## config.mk

```make
export PLATFORM = sky130hd
export DESIGN_NAME = tar_mod_unit
export DESIGN_NICKNAME = d
export VERILOG_FILES = /design/src/rtl/tar_pkg.sv /design/src/rtl/tar_mod_unit.sv
export SDC_FILE = /design/constraint.sdc
export NUM_CORES = 1
export LEC_CHECK = 0
export BUFFER_PORTS_ARGS = -buffer_cell sky130_fd_sc_hd__buf_2
export CORE_ASPECT_RATIO = 0.6
export CORE_MARGIN = 5
export CORE_UTILIZATION = 44
export CTS_BUF_LIST = sky130_fd_sc_hd__clkbuf_4
export DETAILED_ROUTE_END_ITERATION = 7
export PLACE_DENSITY_LB_ADDON = 0.15
export SLEW_MARGIN = 20
export SYNTH_ARGS = -nofsm -noshare
export SYNTH_HDL_FRONTEND = slang
export SYNTH_SLANG_ARGS = --single-unit
```

## constraint.sdc

```tcl
create_clock -name clk -period 3.3 [get_ports clk]
set_input_delay 0.165 -clock clk [delete_from_list [all_inputs] [get_ports clk]]
set_output_delay 0.165 -clock clk [all_outputs]
set_load 0.005 [all_outputs]
```

## src/rtl/tar_pkg.sv

```systemverilog
// ----------------------------------------------------------------------------
// tar_pkg
// Types, field widths and codes shared by the tile animation remapper files.
// ----------------------------------------------------------------------------
`default_nettype none

package tar_pkg;

  localparam int ACTION_W = 2;
  localparam int SLOT_W   = 7;
  localparam int TILE_W   = 10;
  localparam int DELAY_W  = 16;
  localparam int MODE_W   = 2;
  localparam int FIRED_W  = 7;
  localparam int RAND_W   = 32;
  localparam int DIV_W    = TILE_W + 1;
  localparam int BITCNT_W = $clog2(RAND_W);

  localparam logic [RAND_W-1:0]  LFSR_TAPS = 32'hD000_0001;
  localparam logic [RAND_W-1:0]  RAND_RESET = 32'h0000_0001;
  localparam logic [DELAY_W-1:0] DELAY_MAX = 16'hFFFF;

  typedef enum logic [ACTION_W-1:0] {
    ACT_TICK     = 2'd0,
    ACT_ANIM_WR  = 2'd1,
    ACT_REMAP_WR = 2'd2,
    ACT_REMAP_RD = 2'd3
  } action_t;

  typedef enum logic [MODE_W-1:0] {
    MODE_FWD  = 2'd0,
    MODE_BWD  = 2'd1,
    MODE_RAND = 2'd2,
    MODE_PONG = 2'd3
  } mode_t;

  typedef enum logic [3:0] {
    ST_CLEAR,
    ST_IDLE,
    ST_READ,
    ST_SLOT_RD,
    ST_SLOT_EVAL,
    ST_SLOT_NEXT,
    ST_TILE_CHK,
    ST_TILE_CALC,
    ST_TILE_MOD,
    ST_TILE_NEXT,
    ST_DONE
  } state_t;

  typedef struct packed {
    logic [TILE_W-1:0]  start;
    logic [TILE_W-1:0]  finish;
    logic [DELAY_W-1:0] delay;
    mode_t              mode;
  } anim_entry_t;

  typedef struct packed {
    logic              start;
    logic [RAND_W-1:0] dividend;
    logic [DIV_W-1:0]  divisor;
  } mod_req_t;

  typedef struct packed {
    logic              done;
    logic [TILE_W-1:0] remainder;
  } mod_rsp_t;

endpackage

`default_nettype wire

```

## src/rtl/tar_mod_unit.sv

```systemverilog
// ----------------------------------------------------------------------------
// tar_mod_unit
// Bit-serial restoring remainder unit: 32-bit dividend by an 11-bit divisor,
// one dividend bit per cycle.
// ----------------------------------------------------------------------------
`default_nettype none

module tar_mod_unit (
  input  logic              clk,
  input  logic              rst_n,
  input  tar_pkg::mod_req_t req,
  output tar_pkg::mod_rsp_t rsp
);

  logic                           busy_r, busy_nxt;
  logic                           done_r, done_nxt;
  logic [tar_pkg::BITCNT_W-1:0]   bit_r, bit_nxt;
  logic [tar_pkg::RAND_W-1:0]     num_r, num_nxt;
  logic [tar_pkg::DIV_W-1:0]      den_r, den_nxt;
  logic [tar_pkg::TILE_W-1:0]     rem_r, rem_nxt;
  logic [tar_pkg::DIV_W-1:0]      trial;

  // The partial remainder stays below the divisor, which is at most 1024,
  // so it always fits the tile width.
  assign trial = {rem_r, num_r[tar_pkg::RAND_W-1]};

  always_comb begin
    busy_nxt = busy_r;
    done_nxt = 1'b0;
    bit_nxt  = bit_r;
    num_nxt  = num_r;
    den_nxt  = den_r;
    rem_nxt  = rem_r;
    if (req.start) begin
      busy_nxt = 1'b1;
      bit_nxt  = '0;
      num_nxt  = req.dividend;
      den_nxt  = req.divisor;
      rem_nxt  = '0;
    end else if (busy_r) begin
      if (trial >= den_r) begin
        rem_nxt = tar_pkg::TILE_W'(trial - den_r);
      end else begin
        rem_nxt = trial[tar_pkg::TILE_W-1:0];
      end
      num_nxt = {num_r[tar_pkg::RAND_W-2:0], 1'b0};
      bit_nxt = bit_r + 1'b1;
      if (bit_r == tar_pkg::BITCNT_W'(tar_pkg::RAND_W - 1)) begin
        busy_nxt = 1'b0;
        done_nxt = 1'b1;
      end
    end
  end

  always_ff @(posedge clk) begin
    if (!rst_n) begin
      busy_r <= 1'b0;
      done_r <= 1'b0;
      bit_r  <= '0;
    end else begin
      busy_r <= busy_nxt;
      done_r <= done_nxt;
      bit_r  <= bit_nxt;
    end
    num_r <= num_nxt;
    den_r <= den_nxt;
    rem_r <= rem_nxt;
  end

  assign rsp.done      = done_r;
  assign rsp.remainder = rem_r;

endmodule

`default_nettype wire
```

# Word-level counts from Yosys, hierarchy flattened
# Cells that the tools add are included.
# Widths: inputs -> output; s select.
[totals] output_inout_bits=11 in_bits=46 regBits=60
[classes] n_lt_le_gt_ge=1 addsub=2 mux=7 n_reduce_logical=3 n_bitwise=2 n_eq_ne=1
[ops] op="$mux 32" n=2
[ops] op="$ge 11x11->1" n=1
[ops] op="$mux 10" n=1
[ops] op="$sub 10x10->10" n=1
[ops] op="$add 5x1->5 const B" n=1
[ops] op="$eq 5x5->1 const B" n=1
[ops] op="$mux 1" n=4
[ops] op="$reduce_or 3->1" n=1
[ops] op="$not 1->1" n=2
[ops] op="$reduce_bool 2->1" n=1
[ops] op="$reduce_or 2->1" n=1

# Depth between registers and ports, before layout
# Gate-level depths: netlist of the first run.
[logic_depth] word_depth=4 ltp_mapped=10 depth_no_buf=10

# Worst setup path before layout of the first run
# No wires, ideal clock.
[synth_timing] path_kind="flip-flop to flip-flop" start="register num_r[31] (netlist name)" end="register rem_r[6] (netlist name)" t_required_ps=3214 slack_ps=1344 setup_ps=86 path_stages_with_launch=11 path_buffers=0 arrival_ps=1870 path_cell_list="edfxtp_1 > inv_1 > ha_1 > inv_1 > fa_1 > a211oi_1 > o21bai_1 > a21oi_1 > xnor2_1 > mux2i_1 > a211oi_1"
[synth_via] elab_chain_len=2
[synth_rtl] item="from (decl)" line="tar_mod_unit.sv:18" text="logic [tar_pkg::RAND_W-1:0] num_r, num_nxt;"
[synth_rtl] item="from (signal assigned)" line="tar_mod_unit.sv:65" text="num_r <= num_nxt;"
[synth_rtl] item="$sub 10x10->10 / $ge 11x11->1 (equally long branches)" line="tar_mod_unit.sv:42, tar_mod_unit.sv:41"
[synth_rtl] item="$mux 10 (*)" line="tar_mod_unit.sv:41" text="if (trial >= den_r) begin"
[synth_rtl] item="to (signal assigned)" line="tar_mod_unit.sv:67" text="rem_r <= rem_nxt;"
[synth_rtl] item="to (decl)" line="tar_mod_unit.sv:20" text="logic [tar_pkg::TILE_W-1:0] rem_r, rem_nxt;"
# Every way passes the cells marked *; elsewhere a longest branch is shown, timed or not.
# A chain may end at the register's enable or synchronous reset.

# Worst setup path after layout of the first run
# Same ends and word-level chain as after synthesis.

==> results.toml, run 1 <==
[timing]
hold_viol = 0
setup_violations = 0
tightest_slew_ns = 0.5153
tns_ns = 0
relSlewSlack_pct = 65.52
slew_violations = 0
rsz0062_at_grt = "false"
layout_min_cycle_time_ns = 2.193
fin_skew_ns = 0.01854
hold_slack_ns = 0.04323
max_freq_mhz = 456.0
post-route-period-util_pct = 66.46

[yosys]
ys_ff_latch = 60
async_reset_ff_share_pct = 0
syn-num-nets = 285
seq_area_frac_synth_pct = 56.23
synthFlopType = "edfxtp_1"
syn_avg_cell_area_um2 = 12.90
yosys_warnings = 0
synth_edf_count = 43
synth_cells = 225
yosysUniqueCellTypes = 40
netlist_area_um2 = 2902

[die]
rows = 22
dieArea_um2 = 8371
start_util_pct = 46.44
core_um2 = 6248
pin_count = 57
die_w_um = 114.8
die_y_um = 72.90

[detailed_routing]
drtPass1Iterations = 4
route.detailed.drc = 0
wire_per_inst_um = 14.58
wirelength_mm = 5.673
drtIter0Drc = 108
avgViaCountPerCell = 5.008
antenna_left = 0
via_count = 1948

[final_layout]
drive_gt1_share_pct = 37.38
fin_cells = 389
multi_input_area_um2 = 1180
syn_to_final_growth_pct = 21.26
n_antenna_cell = 0
fillers = 548
most-common-layout-cells = "56 x buf_2, 43 x edfxtp_1, 31 x mux2_2"
final_common_cell = "buf_2"
seqCellArea_um2 = 1632
nets = 360

[place]
numPortBuffers = 56
dp_hpwl_mm = 4.086
place_inst = 360
gp_congestion = 0.8647

[critical_path]
path_max_fanout = 3
worstPathArrival_ns = 2.52
worst_ep_required_time_ns = 3.63
path_delay_family = "compound AO/OA/AOI/OAI gates"
cp_slowest_stage_delay_ns = 0.42
slowest_stage = "fa_1"
crit_buf_inv = 2
cp-end-kind = "flip-flop"
worstSetupPathType = "flip-flop to flip-flop"
cp_cell_sequence = "inv_1 -> ha_1 -> inv_1 -> fa_1 -> a211oi_1 -> o21bai_1 -> a21oi_1 -> xnor2_1 -> mux2i_1 -> a211oi_1"
start_kind = "flip-flop"

[outcome]
status = "complete, no violations"

[worst_hold_path]
hold_path_class = "input pin to flip-flop"

[grt]
grt_max_degree = 33
grt_pass1_vias = 1918
grt_overflow_total = 0
grt_pass1_wl_mm = 9.266
grtUsageTotal_pct = 14.87
grt_antenna_before_repair = 0

[clocking]
cts_buffer_depth = 2
clock_sinks = 60
cts_max_level = 3
clk_pin_slew_ns = 0.10
cts-root-buf = "clkbuf_4"
cts_tree = "built"
numCtsBuffers = 9
clkLatencyLatePin_ns = 0.41

[power]
p_total_mw = 1.590
power_density_nw_per_um2 = 452.0
power.net_switching_mw = 0.4130
vdd_drop_max_mv = 0.2453
internal_power_mw = 1.177
p_comb_share_pct = 16.4
leakage_nw = 1.442
netSwitchingFraction_pct = 25.97
pwr-share-clk_pct = 27.0
sequentialPowerShare_pct = 56.7

[run]
drv_cap = 0
-- flip-flops by register name, summed over array words and instances, names as in the netlist --
signal / cells
den_r: 11
rem_r: 10
num_r: 32
busy_r: 1
bit_r: 5
done_r: 1
-- synth_stat cells, types with 3 or more instances --
| library cell | number | share of area [%] |
|---|---|---|
| ha_1 | 13 | 5.6 |
| nand2b_1 | 4 | 0.86 |
| a21oi_1 | 9 | 1.6 |
| mux2_2 | 31 | 12 |
| xnor2_1 | 6 | 1.8 |
| mux2i_1 | 9 | 3.1 |
| nor2_1 | 13 | 1.7 |
| clkbuf_1 | 5 | 0.65 |
| a211oi_1 | 5 | 1.3 |
| nand2_1 | 11 | 1.4 |
| o21ai_1 | 6 | 1.0 |
| edfxtp_1 | 43 | 45 |
| dfxtp_1 | 17 | 12 |
| inv_1 | 15 | 1.9 |
| xor2_1 | 4 | 1.2 |
| nor2b_1 | 3 | 0.65 |
-- kinds of logic after synthesis --
kind of cell    Yosys count  synth area share (%)
buf+inv                  23                 3.105
xor+xnor                 10                 3.018
flops                    60                 56.23
mux                      41                 15.65
fa+ha+maj                14                 6.296
simple gates             41                 7.029
compound gates           36                 8.668
-- cell type report --
class	count	share of cell area (%)
multi-input combinational	142	33.53
clock buffer	11	2.347
clock inverter	5	0.8535
timing repair buffer	72	12.30
sequential	60	46.37
tap	84	2.987
inverter	15	1.600
-- power by group through the flow --
| stage | registers (mW) | clock network (mW) | logic [mW] |
|---|---|---|---|
| after global routing | 0.908 | 0.487 | 0.291 |
| after global placement | 0.917 | 0 | 0.246 |
| final | 0.901 | 0.429 | 0.260 |
| after CTS | 0.902 | 0.456 | 0.262 |
| after floorplan | 0.913 | 0 | 0.174 |
| after detailed placement | 0.918 | 0 | 0.249 |
-- repair_timing --
| item | CTS | global route |
|---|---|---|
| hold buffers | 13 | 0 |
| resized for setup | 0 | 0 |
| endpoints found under the hold margin | 14 | 0 |
| buffers inserted | 0 | 0 |
-- metal layers --
layer  track usage [%]  part of all wire (%)  wire, um  vias to the layer above
met1             20.86                    51      2878                      919
met2             20.44                    41      2337                       44
met5                 0                     0         0                        -
met3             5.220                   7.1       403                        7
li1                  -                     -         -                      978
met4             7.031                  0.95        54                        0
-- path summary, 6_finish.rpt --
path	from	end	slack, ns	depth (start not counted)
min reg2reg	rem_r[5]	rem_r[5]	0.50	2
max	num_r[31]	rem_r[6]	1.11	10
max reg2reg	num_r[31]	rem_r[6]	1.11	10
min	req[27]	num_r[16]	0.04	2
-- stage by stage --
stage               util, %  area, um2  setup slack (ns)
detailed placement    52.42       3276             1.148
floorplan                 -       2902             1.344
CTS                   56.31       3518             1.109
global route          56.31       3518            0.8877
finish                56.31       3518             1.107
global placement      52.42       3276             1.120
(Power assumes the default switching activity.)
==> inputs of run 2 (changes only) <==
--- a/config.mk
+++ b/config.mk
@@ -5,6 +5,7 @@
 export SDC_FILE = /design/constraint.sdc
 export NUM_CORES = 1
 export LEC_CHECK = 0
+export ABC_AREA = 1
 export BUFFER_PORTS_ARGS = -buffer_cell sky130_fd_sc_hd__buf_2
 export CORE_ASPECT_RATIO = 0.6
 export CORE_MARGIN = 5
==> constraint.sdc (replaced) <==
create_clock -name clk -period 2 [get_ports clk]
set_input_delay 0.1 -clock clk [delete_from_list [all_inputs] [get_ports clk]]
set_output_delay 0.1 -clock clk [all_outputs]
set_load 0.005 [all_outputs]
==> run 2 against run 1 <==
Sequential power grew 63%. Die area increased by 6.9%. Final cell count grew 47%. Synthesized area is 7.8% higher. First-iteration DRC count increased by 77%. Sequential cell count unchanged. Clock skew down 0.0038 ns. Critical path type unchanged. Critical endpoint is now rem_r[7]. Largest power group unchanged.
==> results.toml, run 2 <==
[timing]
relSlewSlack_pct = 65.44
post-route-period-util_pct = 92.08
hold_viol = 0
fin_skew_ns = 0.01476
layout_setup_ws_ns = 0.1584
setup_violations = 0
tightest_slew_ns = 0.5184
slew_violations = 0
max_freq_mhz = 543.0
rsz0062_at_grt = "true"
layout_min_cycle_time_ns = 1.842
tns_ns = 0
hold_slack_ns = 0.1122

[final_layout]
reg.largest.list = "num_r x32, den_r x11, rem_r x10"
drive_gt1_share_pct = 20.58
most-common-layout-cells = "163 x nand2_1, 56 x buf_2, 49 x inv_1"
fin_util_pct = 60.80
final_common_cell = "nand2_1"
largest_register_ffs = 32
n_antenna_cell = 0
top_register = "num_r"
fin_cells = 573
nets = 541
final_area_um2 = 4129
syn_to_final_growth_pct = 32.00

[grt]
grtUsageMet3_pct = 6.677
grt_util_met1_pct = 25.44
grt_pass1_wl_mm = 12.19
grt_pass1_vias = 2549
grtUsageTotal_pct = 17.57
use_met2_pct = 24.78
grt_antenna_before_repair = 0
grt_most_used_layer = "met1"
grt_max_degree = 47
grt_overflow_total = 0

[yosys]
netlist_top_cells_area = "edfxtp_1 41%, nand2_1 20%, dfxtp_1 11%"
synth_top_area_share_pct = 41.28
synth_edf_count = 43
async_reset_ff_share_pct = 0
syn_avg_cell_area_um2 = 8.386
yosys_warnings = 0
seq_area_frac_synth_pct = 52.16
synth_most_common_cell = "nand2_1"
synth_commonest_cells = "163 x nand2_1, 49 x inv_1, 43 x edfxtp_1"
yosysUniqueCellTypes = 30
synth_cells = 373
netlist_area_um2 = 3128
syn-num-nets = 433
ys_ff_latch = 60
synthFlopType = "edfxtp_1"
yosys.area.top_type = "edfxtp_1"

[detailed_routing]
antenna_left = 0
drtIter0Drc = 191
drtPass1Iterations = 4
wirelength_mm = 7.166
avgViaCountPerCell = 4.602
wire_per_inst_um = 12.51
route.detailed.drc = 0
via_count = 2637

[place]
gp_congestion = 0.8826
place_ws_ns = 0.1528
numPortBuffers = 56
placed_cell_area_um2 = 3535
dp_hpwl_mm = 4.865
place_inst = 513

[critical_path]
path_max_fanout = 9
worstSetupPathType = "flip-flop to flip-flop"
worstPathArrival_ns = 2.12
start_kind = "flip-flop"
cp-end-kind = "flip-flop"
worst_ep_required_time_ns = 2.28

[die]
start_util_pct = 46.06
die_y_um = 75.31
core_um2 = 6792
dieArea_um2 = 8951
die_w_um = 118.9
pin_count = 57
rows = 23

[power]
vdd_drop_max_mv = 0.3740
p_comb_share_pct = 14.2
sequentialPowerShare_pct = 53.8
power_density_nw_per_um2 = 661.3
p_total_mw = 2.730
pwr-share-clk_pct = 32.0
leakage_nw = 2.130
netSwitchingFraction_pct = 26.41
power.net_switching_mw = 0.7210
internal_power_mw = 2.009

[clocking]
clk_pin_slew_ns = 0.11
numCtsBuffers = 9
cts-root-buf = "clkbuf_4"
clock_sinks = 60
cts_setup_buffers = 0
cts_max_level = 3
cts_tree = "built"
clkLatencyLatePin_ns = 0.40
cts_buffer_depth = 2

[worst_hold_path]
hold_path_class = "input pin to flip-flop"

[outcome]
status = "complete, no violations"

[run]
drv_cap = 0
[run 2: worst paths after layout]
check / from / end / slack [ns] / cells after the start
hold reg to reg: bit_r[4] / bit_r[4] / 0.48 / 2
setup reg to reg: rem_r[5] / rem_r[7] / 0.16 / 10
hold / removal: req[43] / rem_r[6] / 0.11 / 4
setup / recovery: rem_r[5] / rem_r[7] / 0.16 / 10
[run 2: critical path, cell delays in order (launching register included)]
cell	delay, ns
dfxtp_1	0.37
ha_1	0.39
nand2_2	0.09
nor2_2	0.13
nand3_2	0.11
nand2_2	0.11
nand2_4	0.08
nand2_2	0.18
nand2_1	0.08
nand3_1	0.09
o21ai_1	0.08
[run 2: power by group through the flow]
stage	sequential, mW	combinational [mW]	clock [mW]
CTS	1.47	0.385	0.913
detailed placement	1.50	0.318	0
global placement	1.49	0.314	0
finish	1.47	0.387	0.874
floorplan	1.49	0.207	0
global route	1.48	0.441	0.968
[run 2: layout make-up]
type	instances	area (um2)
clock buffer	9	67.56
clock inverter	7	76.32
fill	595	2663
inverter	49	183.9
multi-input combinational	253	1254
sequential	60	1633
tap	87	108.9
timing repair buffer	108	805.8
[run 2: layer usage]
layer | up-vias | part of all wire [%]
met5 | - | 0
met4 | 0 | 1.1
met3 | 6 | 5.9
met2 | 80 | 40
met1 | 1152 | 53
li1 | 1399 | -
[run 2: kinds of logic after synthesis]
| group | after synthesis | synth area share (%) |
|---|---|---|
| xor gates and xnor gates | 3 | 0.8402 |
| DFF | 60 | 52.16 |
| AOI/OAI and AO/OA | 19 | 3.400 |
| adders and majority gates | 14 | 5.840 |
| and+or+nand+nor | 217 | 29.72 |
| buffers and inverters | 60 | 8.040 |
[run 2: repair_timing]
item                                    CTS  global route
resized for setup                         0             4
endpoints found under the hold margin    45             0
hold buffers                             44             0
endpoints found under the setup margin    0             5
==> inputs of run 3 (changes only) <==
--- a/config.mk
+++ b/config.mk
@@ -7,9 +7,10 @@
 export LEC_CHECK = 0
 export ABC_AREA = 1
 export BUFFER_PORTS_ARGS = -buffer_cell sky130_fd_sc_hd__buf_2
+export CAP_MARGIN = 30
 export CORE_ASPECT_RATIO = 0.6
 export CORE_MARGIN = 5
-export CORE_UTILIZATION = 44
+export CORE_UTILIZATION = 39
 export CTS_BUF_LIST = sky130_fd_sc_hd__clkbuf_4
 export DETAILED_ROUTE_END_ITERATION = 7
 export PLACE_DENSITY_LB_ADDON = 0.15
==> constraint.sdc (replaced) <==
create_clock -name clk -period 2.1 [get_ports clk]
set_input_delay 0.105 -clock clk [delete_from_list [all_inputs] [get_ports clk]]
set_output_delay 0.105 -clock clk [all_outputs]
set_load 0.005 [all_outputs]
==> run 3 against run 2 <==
Critical path depth rose by 1. Wire length rose by 5.8%. Sequential power down 5%. Sequential cell count stayed put. Sequential share of layout area is 0.55 points lower. Combinational power barely moved. Hold slack improved by 0.048 ns. Largest cell class unchanged. Largest power group unchanged. Highest routed layer unchanged.
==> results.toml, run 3 (same netlist as run 2, synthesis figures left out) <==
[critical_path]
worstPathArrival_ns = 2.23
rr_startpoint = "den_r[9]"
start_kind = "flip-flop"
cp-end-kind = "flip-flop"
worst_ep_required_time_ns = 2.38
crit_start = "den_r[9]"
rr_worst_depth = 11
path_max_fanout = 7
worstSetupPathType = "flip-flop to flip-flop"

[final_layout]
drive_gt1_share_pct = 21.18
top_register = "num_r"
nets = 546
fin_util_pct = 53.29
reg.largest.list = "num_r x32, den_r x11, rem_r x10"
n_antenna_cell = 0
syn_to_final_growth_pct = 33.76
final_common_cell = "nand2_1"
largest_register_ffs = 32
most-common-layout-cells = "162 x nand2_1, 56 x buf_2, 49 x inv_1"

[timing]
layout_min_cycle_time_ns = 1.952
tightest_slew_ns = 0.5587
max_freq_mhz = 512.3
post-route-period-util_pct = 92.95
setup_violations = 0
fin_skew_ns = 0.01038
slew_violations = 0
hold_viol = 0
relSlewSlack_pct = 62.62
hold_slack_ns = 0.1599

[place]
numPortBuffers = 56
gp_congestion = 0.9322
dp_hpwl_mm = 5.304

[grt]
grt_pass1_wl_mm = 12.09
grt_overflow_total = 0
grt_antenna_before_repair = 0
grtUsageTotal_pct = 15.76
grt_max_degree = 37
grt_pass1_vias = 2446

[detailed_routing]
avgViaCountPerCell = 4.436
wirelength_mm = 7.584
drtIter0Drc = 200
wire_per_inst_um = 12.66
route.detailed.drc = 0
via_count = 2657
drtPass1Iterations = 5
antenna_left = 0

[clocking]
clk_pin_slew_ns = 0.09
cts_tree = "built"
cts-root-buf = "clkbuf_4"
clkLatencyLatePin_ns = 0.42
numCtsBuffers = 9
cts_max_level = 3
cts_buffer_depth = 2
clock_sinks = 60

[worst_hold_path]
holdCritStartpoint = "req[43]"
whs_path_depth = 4
hold_path_class = "input pin to flip-flop"

[power]
p_total_mw = 2.621
vdd_drop_max_mv = 0.3565
leakage_nw = 2.145
power_density_nw_per_um2 = 626.5

[outcome]
status = "complete, no violations"

[run]
drv_cap = 0

[die]
die_w_um = 125.6
start_util_pct = 39.84
dieArea_um2 = 9970
pin_count = 57
core_um2 = 7851
die_y_um = 79.37
rows = 25
[run 3: cell count changes in the layout (fill, tap and decap cells not counted), sizes merged]
| cell | previous run | this run |
|---|---|---|
| buf | 64 | 69 |
| clkbuf | 9 | 14 |
| clkinv | 3 | 1 |
| clkinvlp | 2 | 0 |
| inv | 50 | 49 |
[run 3: final cells by class]
cell class | instances | area, um2
clock buffers | 14 | 105.1
clock inverters | 2 | 35.03
fillers | 745 | 3667
inverters | 49 | 183.9
multi-input cells | 253 | 1267
flip-flops and latches | 60 | 1632
well taps | 108 | 135.1
repair buffers | 113 | 825.8
[run 3: per-stage QoR]
step           cells  area (um2)  setup TNS [ns]  setup WS [ns]
2_1_floorplan    373        3128               0         0.4416
3_3_place_gp     536        3551               0         0.1427
3_5_place_dp     537        3566               0        0.08329
4_1_cts          597        4146               0        0.06325
5_1_grt          599        4184       -0.008522      -0.008522
6_report         599        4184               0         0.1480
[run 3: per-layer routing]
| metal | vias up | wire, um | global-route usage, % |
|---|---|---|---|
| met2 | 102 | 2948 | 20.42 |
| met5 | - | 0 | 0 |
| met1 | 1145 | 3937 | 23.91 |
| met4 | 0 | 29 | 3.571 |
| met3 | 2 | 668 | 6.484 |
| li1 | 1408 | - | - |
[run 3: timing repair]
action                                  4_1_cts  5_1_grt
setup buffers                                 0        2
endpoints found under the setup margin        0       10
resized for setup                             0        5
hold endpoints to repair                     45        0
hold buffers                                 44        0
[run 3: power breakdown]
| group | leakage [nW] | internal (mW) | switching (mW) |
|---|---|---|---|
| combinational | 1.49 | 0.180 | 0.206 |
| clock | 0.0825 | 0.430 | 0.407 |
| sequential | 0.574 | 1.37 | 0.0269 |
[run 3: critical path, stage by stage (launching register included)]
cell	delay, ns
edfxtp_1	0.33
inv_1	0.04
ha_1	0.33
nand2_1	0.17
inv_1	0.07
a21oi_2	0.15
nand2_1	0.11
nor2_4	0.16
buf_4	0.20
nand3_2	0.07
nand3_1	0.08
o21ai_0	0.11
[run 3: final timing paths]
kind / endpoint / slack [ns]
hold reg to reg: bit_r[4] / 0.48
setup reg to reg: rem_r[0] / 0.15
hold / removal: rem_r[8] / 0.16
setup / recovery: rem_r[0] / 0.15
